--- src/des_pkg.sv ---
// des_pkg: shared constants, tables and bit-level functions for the des block cipher
// no dependencies
package des_pkg;

    localparam int MaxRounds = 16;
    localparam int BlockW    = 64;
    localparam int HalfW     = 32;
    localparam int KeyW      = 48;
    localparam int CdW       = 28;

    typedef logic [BlockW-1:0] block_t;
    typedef logic [HalfW-1:0]  half_t;
    typedef logic [KeyW-1:0]   subkey_t;
    typedef logic [CdW-1:0]    cd_half_t;

    // payload carried by each cell of the round chain
    typedef struct packed {
        logic     enc;
        half_t    l;
        half_t    r;
        cd_half_t c;
        cd_half_t d;
    } des_cell_t;

    // position tables, entry 1 is the msb of the source word
    localparam logic [7:0] TabIp [64] = '{
        58,50,42,34,26,18,10,2, 60,52,44,36,28,20,12,4,
        62,54,46,38,30,22,14,6, 64,56,48,40,32,24,16,8,
        57,49,41,33,25,17,9,1,  59,51,43,35,27,19,11,3,
        61,53,45,37,29,21,13,5, 63,55,47,39,31,23,15,7 };

    localparam logic [7:0] TabFp [64] = '{
        40,8,48,16,56,24,64,32, 39,7,47,15,55,23,63,31,
        38,6,46,14,54,22,62,30, 37,5,45,13,53,21,61,29,
        36,4,44,12,52,20,60,28, 35,3,43,11,51,19,59,27,
        34,2,42,10,50,18,58,26, 33,1,41,9,49,17,57,25 };

    localparam logic [7:0] TabE [48] = '{
        32,1,2,3,4,5, 4,5,6,7,8,9, 8,9,10,11,12,13, 12,13,14,15,16,17,
        16,17,18,19,20,21, 20,21,22,23,24,25, 24,25,26,27,28,29,
        28,29,30,31,32,1 };

    localparam logic [7:0] TabP [32] = '{
        16,7,20,21,29,12,28,17, 1,15,23,26,5,18,31,10,
        2,8,24,14,32,27,3,9,    19,13,30,6,22,11,4,25 };

    localparam logic [7:0] TabPc1 [56] = '{
        57,49,41,33,25,17,9,1,58,50,42,34,26,18,
        10,2,59,51,43,35,27,19,11,3,60,52,44,36,
        63,55,47,39,31,23,15,7,62,54,46,38,30,22,
        14,6,61,53,45,37,29,21,13,5,28,20,12,4 };

    localparam logic [7:0] TabPc2 [48] = '{
        14,17,11,24,1,5,3,28,15,6,21,10,
        23,19,12,4,26,8,16,7,27,20,13,2,
        41,52,31,37,47,55,30,40,51,45,33,48,
        44,49,39,56,34,53,46,42,50,36,29,32 };

    localparam logic [1:0] TabRot [16] = '{1,1,2,2,2,2,2,2,1,2,2,2,2,2,2,1};

    localparam logic [3:0] TabSbox [8][64] = '{
        '{14,4,13,1,2,15,11,8,3,10,6,12,5,9,0,7,
          0,15,7,4,14,2,13,1,10,6,12,11,9,5,3,8,
          4,1,14,8,13,6,2,11,15,12,9,7,3,10,5,0,
          15,12,8,2,4,9,1,7,5,11,3,14,10,0,6,13},
        '{15,1,8,14,6,11,3,4,9,7,2,13,12,0,5,10,
          3,13,4,7,15,2,8,14,12,0,1,10,6,9,11,5,
          0,14,7,11,10,4,13,1,5,8,12,6,9,3,2,15,
          13,8,10,1,3,15,4,2,11,6,7,12,0,5,14,9},
        '{10,0,9,14,6,3,15,5,1,13,12,7,11,4,2,8,
          13,7,0,9,3,4,6,10,2,8,5,14,12,11,15,1,
          13,6,4,9,8,15,3,0,11,1,2,12,5,10,14,7,
          1,10,13,0,6,9,8,7,4,15,14,3,11,5,2,12},
        '{7,13,14,3,0,6,9,10,1,2,8,5,11,12,4,15,
          13,8,11,5,6,15,0,3,4,7,2,12,1,10,14,9,
          10,6,9,0,12,11,7,13,15,1,3,14,5,2,8,4,
          3,15,0,6,10,1,13,8,9,4,5,11,12,7,2,14},
        '{2,12,4,1,7,10,11,6,8,5,3,15,13,0,14,9,
          14,11,2,12,4,7,13,1,5,0,15,10,3,9,8,6,
          4,2,1,11,10,13,7,8,15,9,12,5,6,3,0,14,
          11,8,12,7,1,14,2,13,6,15,0,9,10,4,5,3},
        '{12,1,10,15,9,2,6,8,0,13,3,4,14,7,5,11,
          10,15,4,2,7,12,9,5,6,1,13,14,0,11,3,8,
          9,14,15,5,2,8,12,3,7,0,4,10,1,13,11,6,
          4,3,2,12,9,5,15,10,11,14,1,7,6,0,8,13},
        '{4,11,2,14,15,0,8,13,3,12,9,7,5,10,6,1,
          13,0,11,7,4,9,1,10,14,3,5,12,2,15,8,6,
          1,4,11,13,12,3,7,14,10,15,6,8,0,5,9,2,
          6,11,13,8,1,4,10,7,9,5,0,15,14,2,3,12},
        '{13,2,8,4,6,15,11,1,10,9,3,14,5,0,12,7,
          1,15,13,8,10,3,7,4,12,5,6,11,0,14,9,2,
          7,11,4,1,9,12,14,2,0,6,10,13,15,3,5,8,
          2,1,14,7,4,10,8,13,15,12,9,0,3,5,6,11} };

    function automatic block_t perm_ip(input block_t w);
        block_t o;
        for (int i = 0; i < 64; i++) o[63-i] = w[64 - int'(TabIp[i])];
        return o;
    endfunction

    function automatic block_t perm_fp(input block_t w);
        block_t o;
        for (int i = 0; i < 64; i++) o[63-i] = w[64 - int'(TabFp[i])];
        return o;
    endfunction

    function automatic logic [55:0] perm_pc1(input block_t w);
        logic [55:0] o;
        for (int i = 0; i < 56; i++) o[55-i] = w[64 - int'(TabPc1[i])];
        return o;
    endfunction

    function automatic subkey_t perm_pc2(input logic [55:0] w);
        subkey_t o;
        for (int i = 0; i < 48; i++) o[47-i] = w[56 - int'(TabPc2[i])];
        return o;
    endfunction

    function automatic cd_half_t rotl(input cd_half_t v, input logic [1:0] s);
        return (s == 2'd2) ? {v[CdW-3:0], v[CdW-1:CdW-2]} : {v[CdW-2:0], v[CdW-1]};
    endfunction

    function automatic cd_half_t rotr(input cd_half_t v, input logic [1:0] s);
        return (s == 2'd2) ? {v[1:0], v[CdW-1:2]} : {v[0], v[CdW-1:1]};
    endfunction

    // feistel function: expansion, key mix, s-boxes, p permutation
    function automatic half_t feistel(input half_t r, input subkey_t k);
        subkey_t x;
        half_t   s;
        half_t   o;
        logic [5:0] six;
        for (int i = 0; i < 48; i++) x[47-i] = r[32 - int'(TabE[i])];
        x = x ^ k;
        for (int b = 0; b < 8; b++)
        begin
            six = x[47-6*b -: 6];
            s[31-4*b -: 4] = TabSbox[b][{six[5], six[0], six[4:1]}];
        end
        for (int i = 0; i < 32; i++) o[31-i] = s[32 - int'(TabP[i])];
        return o;
    endfunction

endpackage

--- src/des_round_cell.sv ---
// des_round_cell: one des round with its key-schedule step, registered
// depends on des_pkg
module des_round_cell #(
    parameter int IDX    = 0,
    parameter int ROUNDS = 16
) (
    input  logic                clk,
    input  logic                rst_n,
    input  logic                en,
    input  logic                vin,
    input  des_pkg::des_cell_t  din,
    output logic                vout,
    output des_pkg::des_cell_t  dout
);
    import des_pkg::*;

    localparam logic [1:0] EncRot = TabRot[IDX];
    // decryption starts from the last key and walks back
    localparam logic [1:0] DecRot = TabRot[ROUNDS - 1 - IDX];
    localparam bit DecFirst = (IDX == 0);

    des_cell_t cell_next;
    des_cell_t cell_reg;
    logic      v_reg;
    cd_half_t  c_k;
    cd_half_t  d_k;
    cd_half_t  c_after;
    cd_half_t  d_after;

    always_comb
    begin
        if (din.enc)
        begin
            c_k = rotl(din.c, EncRot);
            d_k = rotl(din.d, EncRot);
            c_after = c_k;
            d_after = d_k;
        end
        else
        begin
            c_k = din.c;
            d_k = din.d;
            if (DecFirst && ROUNDS == 1)
            begin
                c_after = din.c;
                d_after = din.d;
            end
            else
            begin
                c_after = (IDX == ROUNDS - 1) ? din.c : rotr(din.c, DecRot);
                d_after = (IDX == ROUNDS - 1) ? din.d : rotr(din.d, DecRot);
            end
        end
        cell_next.enc = din.enc;
        cell_next.l   = din.r;
        cell_next.r   = din.l ^ feistel(din.r, perm_pc2({c_k, d_k}));
        cell_next.c   = c_after;
        cell_next.d   = d_after;
    end

    always_ff @(posedge clk or negedge rst_n)
    begin
        if (!rst_n)
            v_reg <= 1'b0;
        else if (en)
            v_reg <= vin;
    end

    always_ff @(posedge clk)
    begin
        if (en)
            cell_reg <= cell_next;
    end

    assign vout = v_reg;
    assign dout = cell_reg;
endmodule

--- config.mk ---
export PLATFORM = sky130hd
export DESIGN_NAME = des_round_cell
export DESIGN_NICKNAME = d
export VERILOG_FILES = /design/src/des_pkg.sv /design/src/des_round_cell.sv
export SDC_FILE = /design/constraint.sdc
export NUM_CORES = 1
export LEC_CHECK = 0
export BUFFER_PORTS_ARGS = -buffer_cell sky130_fd_sc_hd__buf_2
export CORE_UTILIZATION = 60
export CTS_CLUSTER_SIZE = 28
export DETAILED_ROUTE_END_ITERATION = 7
export HOLD_SLACK_MARGIN = 0.06
export PLACE_DENSITY = 0.95
export REMOVE_ABC_BUFFERS = 1
export SLEW_MARGIN = 15
export SYNTH_ARGS = -nofsm -noshare
export SYNTH_HDL_FRONTEND = slang
export SYNTH_SLANG_ARGS = --single-unit
--- constraint.sdc ---
create_clock -name clk -period 1.35 [get_ports clk]
set_input_delay 0.27 -clock clk [delete_from_list [all_inputs] [get_ports clk]]
set_output_delay 0.27 -clock clk [all_outputs]
set_load 0.03 [all_outputs]
==> results.toml, run 1 <==
[outcome]
status = "did not finish"
lastStage = "clock tree synthesis"
error = "[ERROR DPL-0033] detailed placement checks failed during check placement."

[placed_design]
dp_cells = 1641
placed_area_sq_um = 13910
dp_hpwl_mm = 28.12
io_buffer_count = 246
gp_congestion = 1.049

[floorplanning]
die_h_microns = 134.0
ios = 247
die_w_microns = 134.0
placementRows = 47
start_util_pct = 62.11

[cts]
cts_resized = 291
clkSinkCount = 122
cts_root_buf = "clkbuf_16"
cts_buffers = 17
htreeDepth = 4
clk_path_buf_depth = 2
cts_setup_buffers = 47
postCtsHoldBufs = 2

[synth]
ys.flop_type = "edfxtp_1"
synthDistinctLibCells = 64
ys_ff_latch = 122
synth_top_area_share_pct = 34.78
synth_warnings = 0
syn_inst = 933
seq_area_frac_synth_pct = 35.02
synthMostInstantiatedCell = "edfxtp_1"
synth_top_cell_by_area = "edfxtp_1"
synth.avg_cell_area_sq_um = 11.20
synth.area.top_cells = "edfxtp_1 35%, mux2i_1 8.9%, ha_1 7.4%"
synth_area_sq_um = 10450
synth_top_cells_by_count = "121 x edfxtp_1, 93 x mux2i_1, 72 x xnor2_1"
async_flop_share_pct = 0.8197
synth_edf_count = 121
==> logic make-up after synthesis <==
kind of cell / count (synthesis) / synth area share [%]
muxes: 193 / 23.50
AOI/OAI and AO/OA: 180 / 11.55
buffers and inverters: 97 / 4.587
xor gates and xnor gates: 124 / 11.62
adders and majority gates: 62 / 7.426
and+or+nand+nor: 155 / 6.300
DFF: 122 / 35.02
==> metrics by stage <==
step	hold slack, ns	setup slack (ns)	util, %	setup TNS [ns]
after global placement	0.04400	-1.418	82.70	-46.25
after detailed placement	0.05186	-1.625	82.70	-51.88
after floorplan	-0.02559	-1.477	-	-37.94
==> inputs of run 2 (changes only) <==
--- a/config.mk
+++ b/config.mk
@@ -6,11 +6,9 @@
 export NUM_CORES = 1
 export LEC_CHECK = 0
 export BUFFER_PORTS_ARGS = -buffer_cell sky130_fd_sc_hd__buf_2
-export CORE_UTILIZATION = 60
-export CTS_CLUSTER_SIZE = 28
+export CORE_UTILIZATION = 40
 export DETAILED_ROUTE_END_ITERATION = 7
-export HOLD_SLACK_MARGIN = 0.06
-export PLACE_DENSITY = 0.95
+export PLACE_DENSITY_LB_ADDON = 0.15
 export REMOVE_ABC_BUFFERS = 1
 export SLEW_MARGIN = 15
 export SYNTH_ARGS = -nofsm -noshare
==> run 2 against run 1 <==
Effect of this change:
- the flow now finishes, with violations (negative setup slack)
- synthesized area did not move
- synthesized cell count unchanged
==> results.toml, run 2 <==
[layout]
largest_register_ffs = 121
final_cell_count_no_fill = 1881
post-route-util_pct = 67.79
syn2layout_area_growth_pct = 64.83
n_antenna_cell = 0
multi_input_area_sq_um = 7746
nets = 1725
drive_gt1_share_pct = 62.15
final_common_cell = "buf_4"
final_cell_mix = "319 x buf_4, 246 x buf_2, 121 x edfxtp_1, 71 x mux2i_1, 60 x mux2_2"
fillerInstances = 1892
regArea_sq_um = 3659

[pwr]
power_mw = 20.52
peakVddDrop_mv = 0.6884
power_density_nw_per_um2 = 1192
p_leak_nw = 7.346

[setup_path]
cp-end-kind = "register"
rrSetupSlack_ns = 0.62
crit_arrival_ns = 2.49
critical_path_class = "in2reg"
crit-reg2reg-launch = "vout"
start_kind = "primary input"
startpoint = "din[120]"
critPathBufInv = 3
critPathMaxFanout = 8
required_ns = 1.52
worstPathCellList = "buf_12 > buf_16 > buf_12 > mux2i_4 > xnor2_4 > ha_4 > mux4_2 > mux4_2 > xnor2_2"
cpMaxStageDelayCell = "mux4_2"
critPathTopFamily = "multiplexers"
critical-path-max-stage-delay_ns = 0.50

[route]
firstDrtPassIters = 5
vias = 10070
antenna_left = 0
wire_per_inst_microns = 18.91
totalWireLength_mm = 35.57
drc_errors = 0
viasPerCell = 5.354
drt_iter0_drc = 698

[synth]
synthDistinctLibCells = 64
async_flop_share_pct = 0.8197
synth_area_sq_um = 10450
synth_top_area_share_pct = 34.78
seq_area_frac_synth_pct = 35.02
syn_inst = 933
synth_warnings = 0
ys.flop_type = "edfxtp_1"
synth_top_cell_by_area = "edfxtp_1"
synth_top_cells_by_count = "121 x edfxtp_1, 93 x mux2i_1, 72 x xnor2_1"
synth_edf_count = 121
ys_ff_latch = 122
synth.area.top_cells = "edfxtp_1 35%, mux2i_1 8.9%, ha_1 7.4%"
synthMostInstantiatedCell = "edfxtp_1"
synth.avg_cell_area_sq_um = 11.20

[floorplanning]
core_sq_um = 25400
ios = 247
placementRows = 58
start_util_pct = 41.13
die_h_microns = 163.6
die_w_microns = 163.6
die_area_sq_um = 26770

[cts]
cts_tree = "done"
cts_root_buf = "clkbuf_16"
clk_pin_slew_ns = 0.06
clk_path_buf_depth = 2
htreeDepth = 4
cts_buffers = 17
clock_latency_ns = 0.42
clkSinkCount = 122

[global_route]
antenna_found_initial = 1
grt_pass1_vias = 9940
grt_max_degree = 56
grt_overflow = 0
track_usage_pct = 25.55
grt_pass1_wl_mm = 52.66

[timing]
maxSlewHeadroom_pct = 67.82
whs_ns = 0.03680
tightest_slew_ns = 0.4793
fin_setup_tns_ns = -26.74
drv_slew = 0
finalCriticalPeriod_ns = 2.323
fin_crit_sh_pct = 172.1
setup_ws_ns = -0.9727
hold_viol = 0
clock.fmax_mhz = 430.5
rsz0062_at_grt = "true"
setup_viol = 32
finClkSkew_ns = 0

[worst_hold_path]
hold_class = "in2reg"
hp-start = "din[81]"

[placed_design]
dp_cells = 1792
io_buffer_count = 246
gp_congestion = 0.9171
dp_hpwl_mm = 25.73

[run]
max_cap_violations = 0

[outcome]
status = "complete, but fails checks"
violations = "negative setup slack"
## run 2: cells by family after synthesis
kind of cell / count (synthesis) / synth area share (%)
simple gates: 155 / 6.300
fa+ha+maj: 62 / 7.426
buf+inv: 97 / 4.587
xor+xnor: 124 / 11.62
compound gates: 180 / 11.55
mux: 193 / 23.50
flops: 122 / 35.02
## run 2: metrics by stage
step | setup slack (ns) | instance area [sq um]
final | -0.9727 | 17220
after global routing | -1.072 | 17220
after CTS | -0.9693 | 16170
after detailed placement | -1.525 | 14460
after global placement | -1.527 | 14460
after floorplan | -1.477 | 10140
## run 2: path summary, 6_finish.rpt
| check | to | depth (start not counted) |
|---|---|---|
| min in group asynchronous | vout | 2 |
| max reg2reg | vout | 1 |
| min | dout[113] | 1 |
| max in group asynchronous | vout | 2 |
| max | dout[74] | 9 |
| min reg2reg | vout | 1 |
## run 2: where the power goes
group          internal [mW]  leakage (nW)  switching [mW]
Sequential              4.83          1.20           0.139
Combinational           5.09          5.85            5.44
Clock                   3.23         0.304            1.80
## run 2: layer usage
| layer | track usage [%] | up-vias | part of all wire, % |
|---|---|---|---|
| li1 | - | 4714 | - |
| met1 | 30.00 | 4895 | 40 |
| met2 | 45.80 | 388 | 51 |
| met3 | 5.333 | 71 | 6.3 |
| met4 | 8.838 | 2 | 2.8 |
| met5 | 0 | - | 0.039 |
## run 2: area by class of cell
| type | instances | share of cell area [%] |
|---|---|---|
| Sequential cell | 122 | 21.25 |
| Clock buffer | 24 | 2.798 |
| Clock inverter | 8 | 0.8284 |
| Tap cell | 330 | 2.398 |
| Inverter | 47 | 1.192 |
| Timing Repair Buffer | 635 | 26.55 |
| Multi-Input combinational cell | 715 | 44.99 |
## run 2: repair_timing
action,CTS,global route
cloned,3,2
pin swaps,53,85
hold buffers,1,0
endpoints found under the setup margin,32,32
endpoints found under the hold margin,1,0
buffers inserted,28,32
gates resized for setup,177,178
(Power assumes the default switching activity.)
==> inputs of run 3 (changes only) <==
--- a/config.mk
+++ b/config.mk
@@ -6,7 +6,7 @@
 export NUM_CORES = 1
 export LEC_CHECK = 0
 export BUFFER_PORTS_ARGS = -buffer_cell sky130_fd_sc_hd__buf_2
-export CORE_UTILIZATION = 40
+export CORE_UTILIZATION = 56
 export DETAILED_ROUTE_END_ITERATION = 7
 export PLACE_DENSITY_LB_ADDON = 0.15
 export REMOVE_ABC_BUFFERS = 1
==> constraint.sdc (replaced) <==
create_clock -name clk -period 2.3 [get_ports clk]
set_input_delay 0.46 -clock clk [delete_from_list [all_inputs] [get_ports clk]]
set_output_delay 0.46 -clock clk [all_outputs]
set_load 0.03 [all_outputs]
==> run 3 against run 2 <==
Effect of this change:
- the flow finishes with violations (design-rule violations, negative setup slack)
- via count rose by 10%
- global-route usage rose by 12 points
- critical path depth rose by 4
- total power fell by 41%
- clock power fell by 44%
- non-clock buffer count fell by 24
- sequential power fell by 41%
- die area fell by 28%
- critical endpoint is now dout[84]
==> results.toml, run 3 (synthesized netlist as in run 2, its figures left out) <==
[outcome]
status = "complete, but fails checks"
violations = "design-rule violations, negative setup slack"

[worst_hold_path]
hp-start = "din[74]"
min_path_cells = 1
hold_class = "in2reg"
min_to = "dout[106]"

[floorplanning]
die_area_sq_um = 19200
core_sq_um = 18150
start_util_pct = 57.56
placementRows = 49
die_h_microns = 138.6
ios = 247
die_w_microns = 138.6

[setup_path]
rrSetupSlack_ns = 1.55
r2r_cells = 1
cpMaxStageDelayCell = "xnor2_1"
cp-end-kind = "register"
critPathBufInv = 6
required_ns = 2.49
critical_path_class = "in2reg"
critPathMaxFanout = 14
critPathTopFamily = "buffers and inverters"
start_kind = "primary input"
cpMostUsedCell = "buf_4"
crit_arrival_ns = 2.87
crit-reg2reg-launch = "vout"
critical-path-max-stage-delay_ns = 0.35
worstPathCellList = "buf_16 > buf_16 > buf_8 > buf_4 > buf_4 > mux2i_1 > xnor2_1 > buf_4 > nand2_1 > o32ai_1 > a21oi_1 > a21oi_2 > xor2_1"
reg2reg_to = "vout"

[layout]
final_cell_mix = "320 x buf_4, 244 x buf_2, 121 x edfxtp_1, 68 x mux2i_1, 60 x mux2_2"
post-route-util_pct = 90.99
final_common_cell = "buf_4"
n_antenna_cell = 0
largest_register_ffs = 121
nets = 1700
drive_gt1_share_pct = 59.37
syn2layout_area_growth_pct = 58.07
final_area_sq_um = 16510

[route]
viasPerCell = 6.311
wire_per_inst_microns = 24.11
totalWireLength_mm = 42.31
antenna_left = 0
drc_errors = 19
vias = 11076
drt_iter0_drc = 1255
firstDrtPassIters = 8

[cts]
cts_buffers = 17
clk_pin_slew_ns = 0.07
cts_tree = "done"
clock_latency_ns = 0.44
clkSinkCount = 122
htreeDepth = 4
clk_path_buf_depth = 2
cts_root_buf = "clkbuf_16"

[placed_design]
pre_cts_ws_ns = -0.8078
placed_area_sq_um = 14120
dp_hpwl_mm = 24.22
gp_congestion = 0.9293
io_buffer_count = 246

[pwr]
power_density_nw_per_um2 = 730.7
peakVddDrop_mv = 0.5902
power_mw = 12.07
p_leak_nw = 7.100

[run]
max_cap_violations = 0

[global_route]
antenna_found_initial = 1
grt_overflow = 0
grt_pass1_wl_mm = 55.40
grt_max_degree = 58
grt_pass1_vias = 10389
track_usage_pct = 37.37

[timing]
rsz0062_at_grt = "true"
maxSlewHeadroom_pct = 48.47
tightest_slew_ns = 0.7674
drv_slew = 0
clock.fmax_mhz = 373.1
setup_viol = 32
setup_ws_ns = -0.3802
fin_crit_sh_pct = 116.5
finalCriticalPeriod_ns = 2.680
finClkSkew_ns = 0
hold_viol = 0
whs_ns = 0.2538
[run 3: cell count changes in the layout (fill, tap and decap cells not counted), moves of 6 or more]
cell,before,now
inv_1,20,27
a211oi_2,7,1
buf_6,50,28
xnor2_4,18,10
buf_12,15,8
[run 3: how the worst max path moves through the flow]
stage,start,end,slack (ns),depth (start not counted)
2_1_floorplan,din[120],dout[74],-0.72,6
3_3_place_gp,din[120],dout[83],-0.76,11
3_5_place_dp,din[120],dout[83],-0.81,11
4_1_cts,din[120],dout[56],-0.19,12
5_1_grt,din[120],dout[84],-0.39,13
6_report,din[120],dout[84],-0.38,13
[run 3: timing repair]
item	in CTS	in global routing
hold buffers	1	0
pin swaps	43	39
hold endpoints to repair	1	0
setup buffers	29	19
setup endpoints to repair	32	32
gates cloned	1	1
gates resized for setup	171	115
[run 3: cell type report]
type / instances / area (sq um)
Sequential cell: 122 / 3659
Clock inverter: 14 / 155.1
Fill cell: 738 / 1635
Multi-Input combinational cell: 714 / 7495
Tap cell: 229 / 286.5
Clock buffer: 18 / 429.2
Inverter: 47 / 202.7
Timing Repair Buffer: 611 / 4285
[run 3: metrics by stage]
step,instances,setup TNS (ns)
floorplan,883,-13.62
global placement,1673,-20.55
detailed placement,1673,-21.87
CTS,1735,-3.310
global route,1755,-8.928
finish,1755,-6.769
[run 3: where the power goes]
| part | switching (mW) | internal [mW] | leakage (nW) |
|---|---|---|---|
| combinational | 3.44 | 2.89 | 5.63 |
| clock | 1.12 | 1.69 | 0.274 |
| sequential | 0.0868 | 2.83 | 1.20 |
| total | 4.65 | 7.41 | 7.10 |
[run 3: routing by layer]
metal / vias up / global-route usage (%) / routed length (microns)
met5: - / 0 / 12
met4: 2 / 20.76 / 2628
met3: 239 / 7.390 / 4094
met2: 873 / 64.07 / 20770
met1: 5287 / 44.17 / 14800
li1: 4675 / - / -
==> inputs of run 4 (changes only) <==
--- a/config.mk
+++ b/config.mk
@@ -6,10 +6,12 @@
 export NUM_CORES = 1
 export LEC_CHECK = 0
 export BUFFER_PORTS_ARGS = -buffer_cell sky130_fd_sc_hd__buf_2
-export CORE_UTILIZATION = 56
+export CORE_MARGIN = 5
+export CORE_UTILIZATION = 45
 export DETAILED_ROUTE_END_ITERATION = 7
 export PLACE_DENSITY_LB_ADDON = 0.15
 export REMOVE_ABC_BUFFERS = 1
+export SETUP_SLACK_MARGIN = 0.4
 export SLEW_MARGIN = 15
 export SYNTH_ARGS = -nofsm -noshare
 export SYNTH_HDL_FRONTEND = slang
==> run 4 against run 3 <==
Effect of this change:
- the flow finishes with violations (negative setup slack)
- hold slack got worse by 0.0057 ns
- via count fell by 11%
- worst setup slack improved by 0.15 ns
- die area rose by 37%
- critical path type unchanged
- core utilization fell by 17 points
- maximum frequency rose by 5.8%
- register-to-register slack barely moved
- count of clock-buffer cells in the layout rose by 1
- flip-flop and latch count did not move
- clock skew did not move
- critical path depth fell by 4
==> results.toml, run 4 (synthesized netlist as in run 2, its figures left out) <==
[global_route]
grt_max_degree = 39
grt_overflow = 0
grt_pass1_wl_mm = 54.17
track_usage_pct = 25.89
antenna_found_initial = 0
grt_pass1_vias = 10069

[setup_path]
critPathMaxFanout = 7
crit_arrival_ns = 2.70
critPathTopFamily = "multiplexers"
reg2reg_to = "vout"
critPathBufInv = 3
cpMostUsedCell = "buf_12"
critical_path_class = "in2reg"
crit-reg2reg-launch = "vout"
cpMaxStageDelayCell = "mux4_2"
r2r_cells = 1
start_kind = "primary input"
path_depth = 9
required_ns = 2.47
critical-path-max-stage-delay_ns = 0.49
cp-end-kind = "register"
rrSetupSlack_ns = 1.56
worstPathCellList = "buf_12 > buf_12 > buf_12 > mux2i_4 > xnor2_4 > ha_4 > mux4_2 > mux4_2 > xnor2_1"

[timing]
maxSlewHeadroom_pct = 58.87
drv_slew = 0
clock.fmax_mhz = 394.7
setup_viol = 29
setup_ws_ns = -0.2337
fin_setup_tns_ns = -4.262
hold_viol = 0
rsz0062_at_grt = "true"
fin_crit_sh_pct = 110.2
tightest_slew_ns = 0.6125
finalCriticalPeriod_ns = 2.534
finClkSkew_ns = 0

[layout]
drive_gt1_share_pct = 60.60
nets = 1712
largest_register_ffs = 121
syn2layout_area_growth_pct = 62.22
final_cell_mix = "297 x buf_4, 244 x buf_2, 121 x edfxtp_1, 71 x mux2i_1, 61 x mux2_2"
n_antenna_cell = 0
fillerInstances = 1537
regArea_sq_um = 3659
multi_input_area_sq_um = 7589
final_common_cell = "buf_4"

[cts]
htreeDepth = 4
clkSinkCount = 122
clock_latency_ns = 0.42
clk_path_buf_depth = 2
cts_root_buf = "clkbuf_16"
clk_pin_slew_ns = 0.06
cts_tree = "done"
cts_buffers = 17

[worst_hold_path]
min_path_cells = 1
min_to = "dout[106]"
hp-start = "din[74]"
hold_class = "in2reg"

[floorplanning]
die_w_microns = 162.4
core_sq_um = 22780
start_util_pct = 45.86
placementRows = 55
die_area_sq_um = 26360
die_h_microns = 162.4
ios = 247

[route]
wire_per_inst_microns = 19.13
drc_errors = 0
totalWireLength_mm = 35.40
drt_iter0_drc = 611
antenna_left = 0
vias = 9869
firstDrtPassIters = 5
viasPerCell = 5.332

[placed_design]
io_buffer_count = 246
dp_hpwl_mm = 25.70
gp_congestion = 0.8929

[run]
max_cap_violations = 0

[pwr]
power_mw = 11.81
power_density_nw_per_um2 = 696.6
peakVddDrop_mv = 0.4757
p_leak_nw = 7.234

[outcome]
violations = "negative setup slack"
status = "complete, but fails checks"
## run 4: cell count changes in the layout (fill, tap and decap cells not counted), sizes merged
| cell | before | now |
|---|---|---|
| clkinv | 8 | 6 |
| clkinvlp | 4 | 3 |
| xnor2 | 83 | 84 |
| inv | 46 | 48 |
| clkdlybuf4s15 | 1 | 0 |
| buf | 608 | 621 |
## run 4: stage by stage
stage / std cells / hold slack (ns) / setup slack, ns / instance area [sq um] / util [%]
final: 1851 / 0.2481 / -0.2337 / 16950 / 74.40
after global routing: 1851 / 0.2401 / -0.3514 / 16950 / 74.40
after CTS: 1834 / 0.2239 / -0.2207 / 16370 / 71.89
after detailed placement: 1754 / 0.2375 / -0.8902 / 14280 / 62.68
after global placement: 1754 / 0.2357 / -0.8382 / 14280 / 62.68
after floorplan: 883 / 0.1644 / -0.7166 / 10140 / -
## run 4: area by class of cell
cell class,instances,share of cell area (%)
tap,313,2.311
multi-input combinational,715,44.78
clock buffer,19,2.555
inverter,47,1.130
clock inverter,13,0.8934
sequential,122,21.59
timing repair buffer,622,26.74
## run 4: metal layers
metal	up-vias	part of all wire, %	GRT usage [%]
met5	-	0	0
met4	0	2.4	7.728
met3	57	7.4	6.479
met2	361	52	46.99
met1	4764	38	30.14
li1	4687	-	-
## run 4: timing repair
action | in CTS | in global routing
hold buffers | 1 | 0
pin swaps | 58 | 50
buffers inserted | 47 | 16
resized for setup | 236 | 95
setup endpoints to repair | 32 | 32
cloned | 0 | 1
hold endpoints to repair | 1 | 0
## run 4: worst max-delay path by stage
stage	end	slack (ns)	from
final	dout[74]	-0.23	din[120]
after global routing	dout[77]	-0.35	din[120]
after CTS	dout[74]	-0.22	din[120]
after detailed placement	dout[67]	-0.89	din[120]
after global placement	dout[67]	-0.84	din[120]
after floorplan	dout[74]	-0.72	din[120]
## run 4: where the power goes
part           leakage, nW  switching, mW  internal [mW]
registers             1.20         0.0672           2.83
clock network        0.276           1.09           1.69
logic                 5.76           3.17           2.96
total                 7.23           4.32           7.48
